--- src/hw/rtl/assert_macros.svh ---
// assertion macros used by the top-level rtl file
`ifndef ASSERT_MACROS_SVH
`define ASSERT_MACROS_SVH
`ifndef SYNTHESIS
`define APF_ASSERT_IMP(lbl, clk, rst_n, ante, cons) \
	lbl: assert property (@(posedge clk) disable iff (!rst_n) (ante) |-> (cons)) \
		else $error("apf same-cycle check failed");
`define APF_ASSERT_NXT(lbl, clk, rst_n, ante, cons) \
	lbl: assert property (@(posedge clk) disable iff (!rst_n) (ante) |=> (cons)) \
		else $error("apf next-cycle check failed");
`else
`define APF_ASSERT_IMP(lbl, clk, rst_n, ante, cons)
`define APF_ASSERT_NXT(lbl, clk, rst_n, ante, cons)
`endif
`endif

--- src/hw/rtl/apf_ram.sv ---
// simple dual-port synchronous ram with registered read
module apf_ram #(
	parameter int WIDTH = 8,
	parameter int DEPTH = 64
) (
	input  logic                     clk,
	input  logic                     we,
	input  logic [$clog2(DEPTH)-1:0] waddr,
	input  logic [WIDTH-1:0]         wdata,
	input  logic [$clog2(DEPTH)-1:0] raddr,
	output logic [WIDTH-1:0]         rdata
);
	logic [WIDTH-1:0] mem [DEPTH];

	always_ff @(posedge clk) begin
		if (we) begin
			mem[waddr] <= wdata;
		end
		rdata <= mem[raddr];
	end
endmodule

--- config.mk ---
export PLATFORM = sky130hd
export DESIGN_NAME = apf_ram
export DESIGN_NICKNAME = d
export VERILOG_FILES = /design/src/hw/rtl/assert_macros.svh /design/src/hw/rtl/apf_ram.sv
export SDC_FILE = /design/constraint.sdc
export NUM_CORES = 1
export LEC_CHECK = 0
export BUFFER_PORTS_ARGS = -buffer_cell sky130_fd_sc_hd__buf_2
export CAP_MARGIN = 0
export CORE_ASPECT_RATIO = 0.6
export CORE_MARGIN = 8
export CORE_UTILIZATION = 56
export CTS_CLUSTER_DIAMETER = 50
export CTS_CLUSTER_SIZE = 16
export DETAILED_ROUTE_END_ITERATION = 8
export GPL_TIMING_DRIVEN = 1
export PLACE_DENSITY = 0.75
export SLEW_MARGIN = 20
export SYNTH_ARGS = -nofsm -noshare
export SYNTH_HDL_FRONTEND = slang
export SYNTH_SLANG_ARGS = --single-unit
--- constraint.sdc ---
create_clock -name clk -period 2.3 [get_ports clk]
set_clock_uncertainty 0.2 [all_clocks]
set_input_delay 0.345 -clock clk [delete_from_list [all_inputs] [get_ports clk]]
set_output_delay 0.345 -clock clk [all_outputs]
set_load 0.05 [all_outputs]
==> results by group, run 1 <==
Synthesis
  – Post-synth top area cell: edfxtp_1
  – Async SR Flop Fraction: 0%
  – Register area share after synthesis: 77.0%
  – Syn Inst Count: 940
  – Cell variety after synth: 40
  – Post-synth EDFFs: 512
  – Net Count, Synth: 962
  – Largest cells by area after synthesis: edfxtp_1 (76%), mux4_2 (14%), nor2_1 (1.5%)
  – Syn Area/Cell: 21.5 um^2
  – Mapped cell area: 20,200 um^2
  – Top-area cell type share of the netlist area: approximately 76%
  – Yosys warnings: 0
  – Ys flop type: edfxtp_1
  – #FFs+latches synth: 520

STA
  – Final setup fails: 0
  – FMAX: roughly 450 MHz
  – Final Max Slew Viols: 0
  – Worst-Margin Slew: 0.991 ns
  – Final worst-path cycle share: 97.4%
  – Slew headroom: roughly 34%
  – Final Hold Vio Count: 0
  – Crit path time final: 2.24 ns
  – Final WS setup: 0.0609 ns
  – Hold Worst Slack: ~0.072 ns
  – RSZ-0062 raised after global routing: no

Layout
  – Commonest non-fill, non-tap cell in the layout: edfxtp_1
  – Final core utilization: 65.0%
  – Fraction of layout cells with a size suffix above 1: 31.4%
  – Post-route cell area: 22,900 um^2
  – Most frequent cells in the layout: edfxtp_1 (512), buf_4 (127), mux4_2 (126), nor2_1 (83), clkbuf_16 (41)
  – Fin nets: 1,115
  – Area Overhead vs Synth: 13.5%

Setup path
  – Worst path max stage delay: ~0.60 ns
  – Reg-to-reg setup timing slack: about 0.06 ns
  – Crit path max fanout: 1
  – Critical path's top delay family: compound AO/OA/AOI/OAI gates
  – Worst R2R Start: mem[3][5]$_DFFE_PP_
  – Worst Reg-to-Reg Cells: 5
  – Worst R2R End: rdata[5]$_DFF_P_
  – CP cell instances: mux4_2, nor2b_1, a2111oi_2, buf_4, o41ai_1
  – Worst path slowest cell: a2111oi_2
  – Critical path class: reg2reg
  – Bufs and invs on worst path: 1
  – Critical Path AT: 2.46 ns
  – Worst EP required: 2.52 ns
  – CP startpoint kind: flip-flop
  – CP Capture Type: flip-flop

Die
  – Full die area: 42,500 um^2
  – Width of the die: 261 um
  – Row cnt: 53
  – Ports: 30
  – Initial Utilization: 57.3%
  – Core box area: 35,200 um^2
  – Die H: ~160 um

Place
  – Final RePlAce weighted congestion: 0.868
  – Dpl ws: -0.734 ns
  – IO Port Bufs: 29
  – Area after DPL: 21,800 um^2
  – DP Wirelength: 29,300 um

Pwr
  – Total power: 18.0 mW
  – Leakage power: 7.36 nW
  – Pwr dens: ~800 nW/um^2
  – Max VDD drop: 0.000536 V

Min path
  – Hold Path Depth: 3
  – Hold_sp: raddr[5]
  – Hold Path Class: in2reg
  – Hold EP: rdata[4]$_DFF_P_

Clocking
  – Clock Sinks: 520
  – CTS hold repair buffers: 0
  – Worst-Skew Late Latency: between 0.5 and 0.6 ns
  – CTS root buf: clkbuf_16
  – Cts bufs inserted: 38
  – Setup Buffers After CTS: 0
  – Clock-pin slew of the registers on the worst-case setup and hold paths: 0.07 ns
  – Max clock buf depth: 3
  – Max H-tree Level: 2
  – CTS tree: done

Route
  – Number of DRC markers in iteration 0: between 1,000 and 1,500
  – Routed Antenna Nets: 0
  – Vias: 10,100
  – Initial DRT Pass Iterations: 6
  – Routed len/inst: about 29 um
  – Routed wire length: 46,000 um
  – DRC: 0
  – Vias/cell: 6.39

Global routing
  – Pin count of the biggest net entering global routing: 65
  – GRT Residual Overflow: 0
  – First-pass GRT wire length: 68,000 um
  – Number of global-route vias before repair: 10,100
  – Initial antenna violation count: 2
  – Tot GR Track Use: 22.1%

Job
  – Max-cap viol count: 0

Run status
  – Status: finished clean
## synthesized netlist by cell type (all sizes together), types with 13 or more instances
library cell,count
buf,34
nor2b,14
mux2i,23
mux4,126
clkbuf,17
nand2,19
nor2,83
nand3,13
edfxtp,512
mux2,13
## power by group
group / switching, mW / internal (mW)
Clock: 3.05 / 3.27
Sequential: 0.0347 / 10.5
Combinational: 0.681 / 0.442
Total: 3.77 / 14.2
## worst reg2reg max path: cells and delay by family (launching register included)
family	cells	cell delay [ns]
flops	1	0.41
compound gates	2	0.67
buf+inv	1	0.21
mux	1	0.47
simple gates	1	0.15
## worst max-delay path by stage
stage,end,from,cells after the start,slack [ns]
final,rdata[5]$_DFF_P_,mem[3][5]$_DFFE_PP_,5,0.06
after global routing,rdata[5]$_DFF_P_,mem[3][5]$_DFFE_PP_,5,0.02
after CTS,rdata[4]$_DFF_P_,mem[16][4]$_DFFE_PP_,5,0.09
after detailed placement,rdata[3]$_DFF_P_,raddr[0],7,-0.73
after global placement,rdata[3]$_DFF_P_,raddr[0],7,-0.75
after floorplan,rdata[3]$_DFF_P_,raddr[1],7,0.09
## metal layers
layer	vias to the layer above	GRT usage, %	share of wire (%)
met2	619	31.1	43
met3	78	6.00	12
met4	0	6.18	2.7
li1	4216	-	-
met5	-	0	0
met1	5210	33.9	42
## metrics by stage
step                      instances  TNS (ns)
final                          1584         0
after global routing           1583         0
after CTS                      1582         0
after detailed placement       1520     -2.90
after global placement         1520     -2.92
after floorplan                 940         0
## area by class of cell
cell class	count	area, um^2
Antenna cell	2	5.00
Sequential cell	520	15500
Fill cell	2224	12300
Timing Repair Buffer	164	1330
Clock buffer	60	1100
Clock inverter	2	10.0
Tap cell	467	584
Multi-Input combinational cell	369	4330
## registers in the layout, summed over array words and instances, names as in the netlist
| name | count |
|---|---|
| mem | 512 |
| rdata | 8 |
## timing repair
item / 4_1_cts / 5_1_grt
gates resized for setup: 4 / 0
endpoints found under the setup margin: 2 / 0
endpoints found under the hold margin: 0 / 0
## kinds of logic after synthesis
| group | after synthesis | share of synthesized area, % |
|---|---|---|
| muxes | 162 | 15.9 |
| buffers and inverters | 51 | 1.57 |
| DFF | 520 | 77.0 |
| AOI/OAI and AO/OA | 54 | 2.07 |
| and+or+nand+nor | 153 | 3.39 |
(Power assumes the default switching activity.)
==> inputs of run 2 (changes only) <==
Settings changed: CORE_UTILIZATION 56 to 55, MAX_ROUTING_LAYER set to met4, PLACE_DENSITY 0.75 to 0.74.
==> results by group, run 2 (synthesized netlist as in run 1, its figures left out) <==
Setup path
  – CP startpoint: mem[47][1]$_DFFE_PP_
  – Critical Path AT: 2.46 ns
  – Worst R2R Start: mem[47][1]$_DFFE_PP_
  – CP cell instances: mux4_2, mux2_2, a221oi_2, buf_4, o2bb2ai_1
  – Worst EP required: 2.53 ns
  – CP startpoint kind: flip-flop
  – Critical path class: reg2reg
  – Crit path max fanout: 1
  – CP Capture Type: flip-flop
  – Worst path max stage delay: 0.50 ns
  – Worst path slowest cell: a221oi_2

Layout
  – Final core utilization: a little under two thirds
  – Fin nets: 1,137
  – Filler instances: approximately 2,400
  – Commonest non-fill, non-tap cell in the layout: edfxtp_1
  – Largest Register: mem
  – Top flop regs: mem x512, rdata x8
  – Max FFs per register: 512
  – Area Overhead vs Synth: 14.4%
  – Fraction of layout cells with a size suffix above 1: between 30% and 40%
  – Most frequent cells in the layout: edfxtp_1 (512), buf_4 (145), mux4_2 (126), nor2_1 (83), clkbuf_16 (39)

Clocking
  – Clock-pin slew of the registers on the worst-case setup and hold paths: 0.07 ns
  – Cts bufs inserted: 38
  – CTS root buf: clkbuf_16
  – Max clock buf depth: 3
  – Worst-Skew Late Latency: 0.55 ns
  – Max H-tree Level: 2
  – CTS hold repair buffers: 0
  – CTS tree: done
  – Clock Sinks: between 500 and 600

Route
  – Initial DRT Pass Iterations: 5
  – Vias/cell: 6.37
  – DRC: 0
  – Routed Antenna Nets: 0
  – Routed wire length: 46,700 um
  – Routed len/inst: around 29 um
  – Vias: 10,300
  – Number of DRC markers in iteration 0: about 1,400

Place
  – IO Port Bufs: 29
  – Final RePlAce weighted congestion: roughly 0.85
  – DP Wirelength: a little over 30,000 um

Job
  – Max-cap viol count: 0

Global routing
  – Pin count of the biggest net entering global routing: 65
  – Number of global-route vias before repair: 10,100
  – Initial antenna violation count: 3
  – Tot GR Track Use: 22.5%
  – GRT Residual Overflow: 0
  – First-pass GRT wire length: just under 70,000 um

Die
  – Initial Utilization: 55.7%
  – Full die area: 43,300 um^2
  – Row cnt: 54
  – Core box area: 36,200 um^2
  – Die H: 164 um
  – Width of the die: 263 um
  – Ports: 30

STA
  – Final Max Slew Viols: 0
  – Final Hold Vio Count: 0
  – Final worst-path cycle share: 96.9%
  – Worst-Margin Slew: 1.05 ns
  – Final setup fails: 0
  – Setup tns final: 0 ns
  – FMAX: 449 MHz
  – Slew headroom: about 30%
  – RSZ-0062 raised after global routing: no
  – Crit path time final: 2.23 ns

Run status
  – Status: finished clean

Pwr
  – Clk pwr share: a little over a third
  – Flop pwr share: 58.6%
  – P_sw: 3.75 mW
  – Comb pwr share: 6.5%
  – Sw Share: 20.9%
  – Max VDD drop: 0.000586 V
  – Leakage power: 7.46 nW
  – Total power: 17.9 mW
  – Cell internal pwr: 14.2 mW
  – Pwr dens: 778 nW/um^2

Min path
  – Hold Path Class: in2reg
  – Hold_sp: raddr[5]
[run 2: changes by cell type in the layout (fill, tap and decap cells not counted), sizes merged]
cell	previous run	this run
inv	0	1
clkbuf	61	58
bufinv	0	1
clkinv	2	0
diode	2	3
buf	163	185
[run 2: per-layer routing]
| layer | track usage [%] | vias up | share of wire (%) |
|---|---|---|---|
| li1 | - | 4266 | - |
| met1 | 34.0 | 5375 | 44 |
| met2 | 31.5 | 559 | 43 |
| met3 | 4.75 | 76 | 11 |
| met4 | 4.79 | 0 | 2.2 |
| met5 | - | - | 0 |
[run 2: layout make-up]
type,count,area [um^2],area share [%]
timing repair buffer,186,1510,6.56
tap,476,596,2.58
clock buffer,57,1040,4.52
multi-input combinational,369,4330,18.8
sequential,520,15500,67.4
antenna,3,7.51,0.0325
clock inverter,2,38.8,0.168
[run 2: final timing paths]
kind                       to  slack (ns)  depth (start not counted)
min reg2reg  rdata[0]$_DFF_P_        0.65                          4
max          rdata[1]$_DFF_P_        0.07                          5
min          rdata[4]$_DFF_P_        0.07                          3
max reg2reg  rdata[1]$_DFF_P_        0.07                          5
[run 2: timing repair]
action,in CTS,in global routing
endpoints found under the setup margin,2,1
resized for setup,2,1
hold endpoints to repair,0,0
buffers inserted,0,0
[run 2: worst max-delay path: cells and delay by family, from the launching register on]
kind | cells | cell delay, ns
compound gates | 2 | 0.56
buf+inv | 1 | 0.21
mux | 2 | 0.80
flops | 1 | 0.36
[run 2: power by group through the flow]
stage                     Sequential [mW]  Clock, mW  Combinational (mW)
after floorplan                      10.8          0               0.559
after global placement               10.7          0                1.14
after detailed placement             10.7          0                1.16
after CTS                            10.5       6.35                1.17
after global routing                 10.5       6.68                1.24
final                                10.5       6.25                1.17
[run 2: stage by stage]
stage	cell area, um^2	instances	hold slack (ns)	setup WS (ns)
floorplan	20200	940	0.244	0.0873
global placement	22000	1551	0.620	-0.483
detailed placement	22000	1551	0.620	-0.457
CTS	23100	1610	0.0448	0.0130
global route	23100	1613	0.0693	0.0218
finish	23100	1613	0.0721	0.0722
==> inputs of run 3 (changes only) <==
Settings changed: PLACE_DENSITY 0.74 to 0.71.
Clock period 2.3 ns to 2.5 ns, I/O delays scaled along.
==> results by group, run 3 (synthesized netlist as in run 1, its figures left out) <==
Setup path
  – Crit path max fanout: 1
  – Worst Reg-to-Reg Cells: 5
  – Crit path top cell by count: mux4_2
  – Critical Path AT: 2.45 ns
  – Worst path max stage delay: between 0.5 and 0.6 ns
  – Critical path class: reg2reg
  – CP cell instances: mux4_2, mux4_2, nor2_1, nor3_1, o2bb2ai_1
  – CP startpoint kind: flip-flop
  – Worst EP required: 2.73 ns
  – Worst path slowest cell: mux4_2
  – CP Capture Type: flip-flop

Die
  – Die H: 164 um
  – Initial Utilization: 55.7%
  – Width of the die: ~260 um
  – Core box area: ~36,000 um^2
  – Full die area: about 43,000 um^2
  – Ports: 30
  – Row cnt: 54

Layout
  – Most frequent cells in the layout: edfxtp_1 (512), buf_4 (141), mux4_2 (126), nor2_1 (83), clkbuf_16 (41)
  – Filler instances: 2,442
  – Area Overhead vs Synth: 14.4%
  – Post-route cell area: 23,100 um^2
  – Top flop regs: mem x512, rdata x8
  – FF/Latch Area: 15,500 um^2
  – Largest Register: mem
  – Area of the multi-input gates: 4320 um^2
  – Antenna diode count: 0
  – Final core utilization: 63.7%
  – Commonest non-fill, non-tap cell in the layout: edfxtp_1
  – Fin nets: 1,132
  – Max FFs per register: 512
  – Fraction of layout cells with a size suffix above 1: between 30% and 40%

Place
  – Dpl ws: -0.234 ns
  – Final RePlAce weighted congestion: 0.826
  – Area after DPL: 21,900 um^2
  – IO Port Bufs: 29
  – DP Wirelength: 29,800 um

Run status
  – Status: finished clean

Min path
  – Hold Path Depth: 3
  – Hold Path Class: in2reg

Clocking
  – Worst-Skew Late Latency: 0.55 ns
  – CTS root buf: clkbuf_16
  – Cts bufs inserted: 39
  – CTS tree: done
  – CTS hold repair buffers: 0
  – CTS resizes: 0
  – Max H-tree Level: 2
  – Max clock buf depth: 3
  – Clock Sinks: 520
  – Setup Buffers After CTS: 0
  – Clock-pin slew of the registers on the worst-case setup and hold paths: approximately 0.07 ns

STA
  – Crit path time final: approximately 2.2 ns
  – Final Max Slew Viols: 0
  – FMAX: 450 MHz
  – Final setup fails: 0
  – Slew headroom: 45.8%
  – Final WS setup: 0.277 ns
  – RSZ-0062 raised after global routing: no
  – Final worst-path cycle share: 88.9%
  – Worst-Margin Slew: 0.813 ns
  – Final Hold Vio Count: 0

Pwr
  – Total power: 16.7 mW
  – Max VDD drop: 0.000656 V
  – Cell internal pwr: around 13 mW
  – Pwr dens: a little over 700 nW/um^2
  – Leakage power: 7.45 nW
  – Sw Share: 21.1%
  – Clk pwr share: between 30% and 40%
  – Flop pwr share: 57.8%
  – Comb pwr share: 6.4%
  – P_sw: between 3 and 4 mW

Global routing
  – Pin count of the biggest net entering global routing: 65
  – First-pass GRT wire length: 67,500 um
  – Initial antenna violation count: 0
  – GRT Residual Overflow: 0
  – Number of global-route vias before repair: 9,953
  – Tot GR Track Use: 22.1%

Route
  – Vias/cell: 6.29
  – Routed wire length: 45,800 um
  – Routed len/inst: ~28 um
  – DRC: 0
  – Vias: 10,100
  – Initial DRT Pass Iterations: 5
  – Number of DRC markers in iteration 0: 1,203
  – Routed Antenna Nets: 0

Job
  – Max-cap viol count: 0
[run 3: cell count changes in the layout (fill, tap and decap cells not counted), sizes merged]
cell,delta
clkinv,+2
clkinvlp,+3
buf,-6
clkbuf,+4
diode,-3
inv,-1
[run 3: cell type report]
class                      count  share of cell area, %
multi-input combinational    369                   18.7
tap                          476                   2.58
timing repair buffer         180                   6.32
sequential                   520                   67.4
clock inverter                 6                  0.260
clock buffer                  61                   4.77
[run 3: path summary, 6_finish.rpt]
check	slack, ns	to	from
max	0.28	rdata[2]$_DFF_P_	mem[15][2]$_DFFE_PP_
min	0.08	rdata[4]$_DFF_P_	raddr[5]
max reg2reg	0.28	rdata[2]$_DFF_P_	mem[15][2]$_DFFE_PP_
min reg2reg	0.63	rdata[1]$_DFF_P_	mem[18][1]$_DFFE_PP_
[run 3: power groups by stage]
stage / clock network, mW / registers (mW) / logic, mW
floorplan: 0 / 9.91 / 0.514
global placement: 0 / 9.86 / 1.04
detailed placement: 0 / 9.86 / 1.07
CTS: 6.10 / 9.67 / 1.07
global route: 6.42 / 9.67 / 1.13
finish: 6.00 / 9.66 / 1.07
[run 3: through the flow]
stage	hold WS (ns)	TNS [ns]	std cells
after floorplan	0.274	0	940
after global placement	0.601	-0.780	1545
after detailed placement	0.620	-0.910	1545
after CTS	0.0490	0	1612
after global routing	0.0678	0	1612
final	0.0844	0	1612
[run 3: worst max-delay path, delay by kind of cell (launching register included)]
kind	cells	cell delay [ns]
compound gates	1	0.14
flops	1	0.37
mux	2	0.99
simple gates	2	0.40
[run 3: metal layers]
| layer | share of wire, % | global-route usage, % |
|---|---|---|
| met1 | 45 | 33.1 |
| met2 | 42 | 30.1 |
| met3 | 12 | 6.47 |
| met4 | 1.6 | 4.29 |
| met5 | 0 | - |
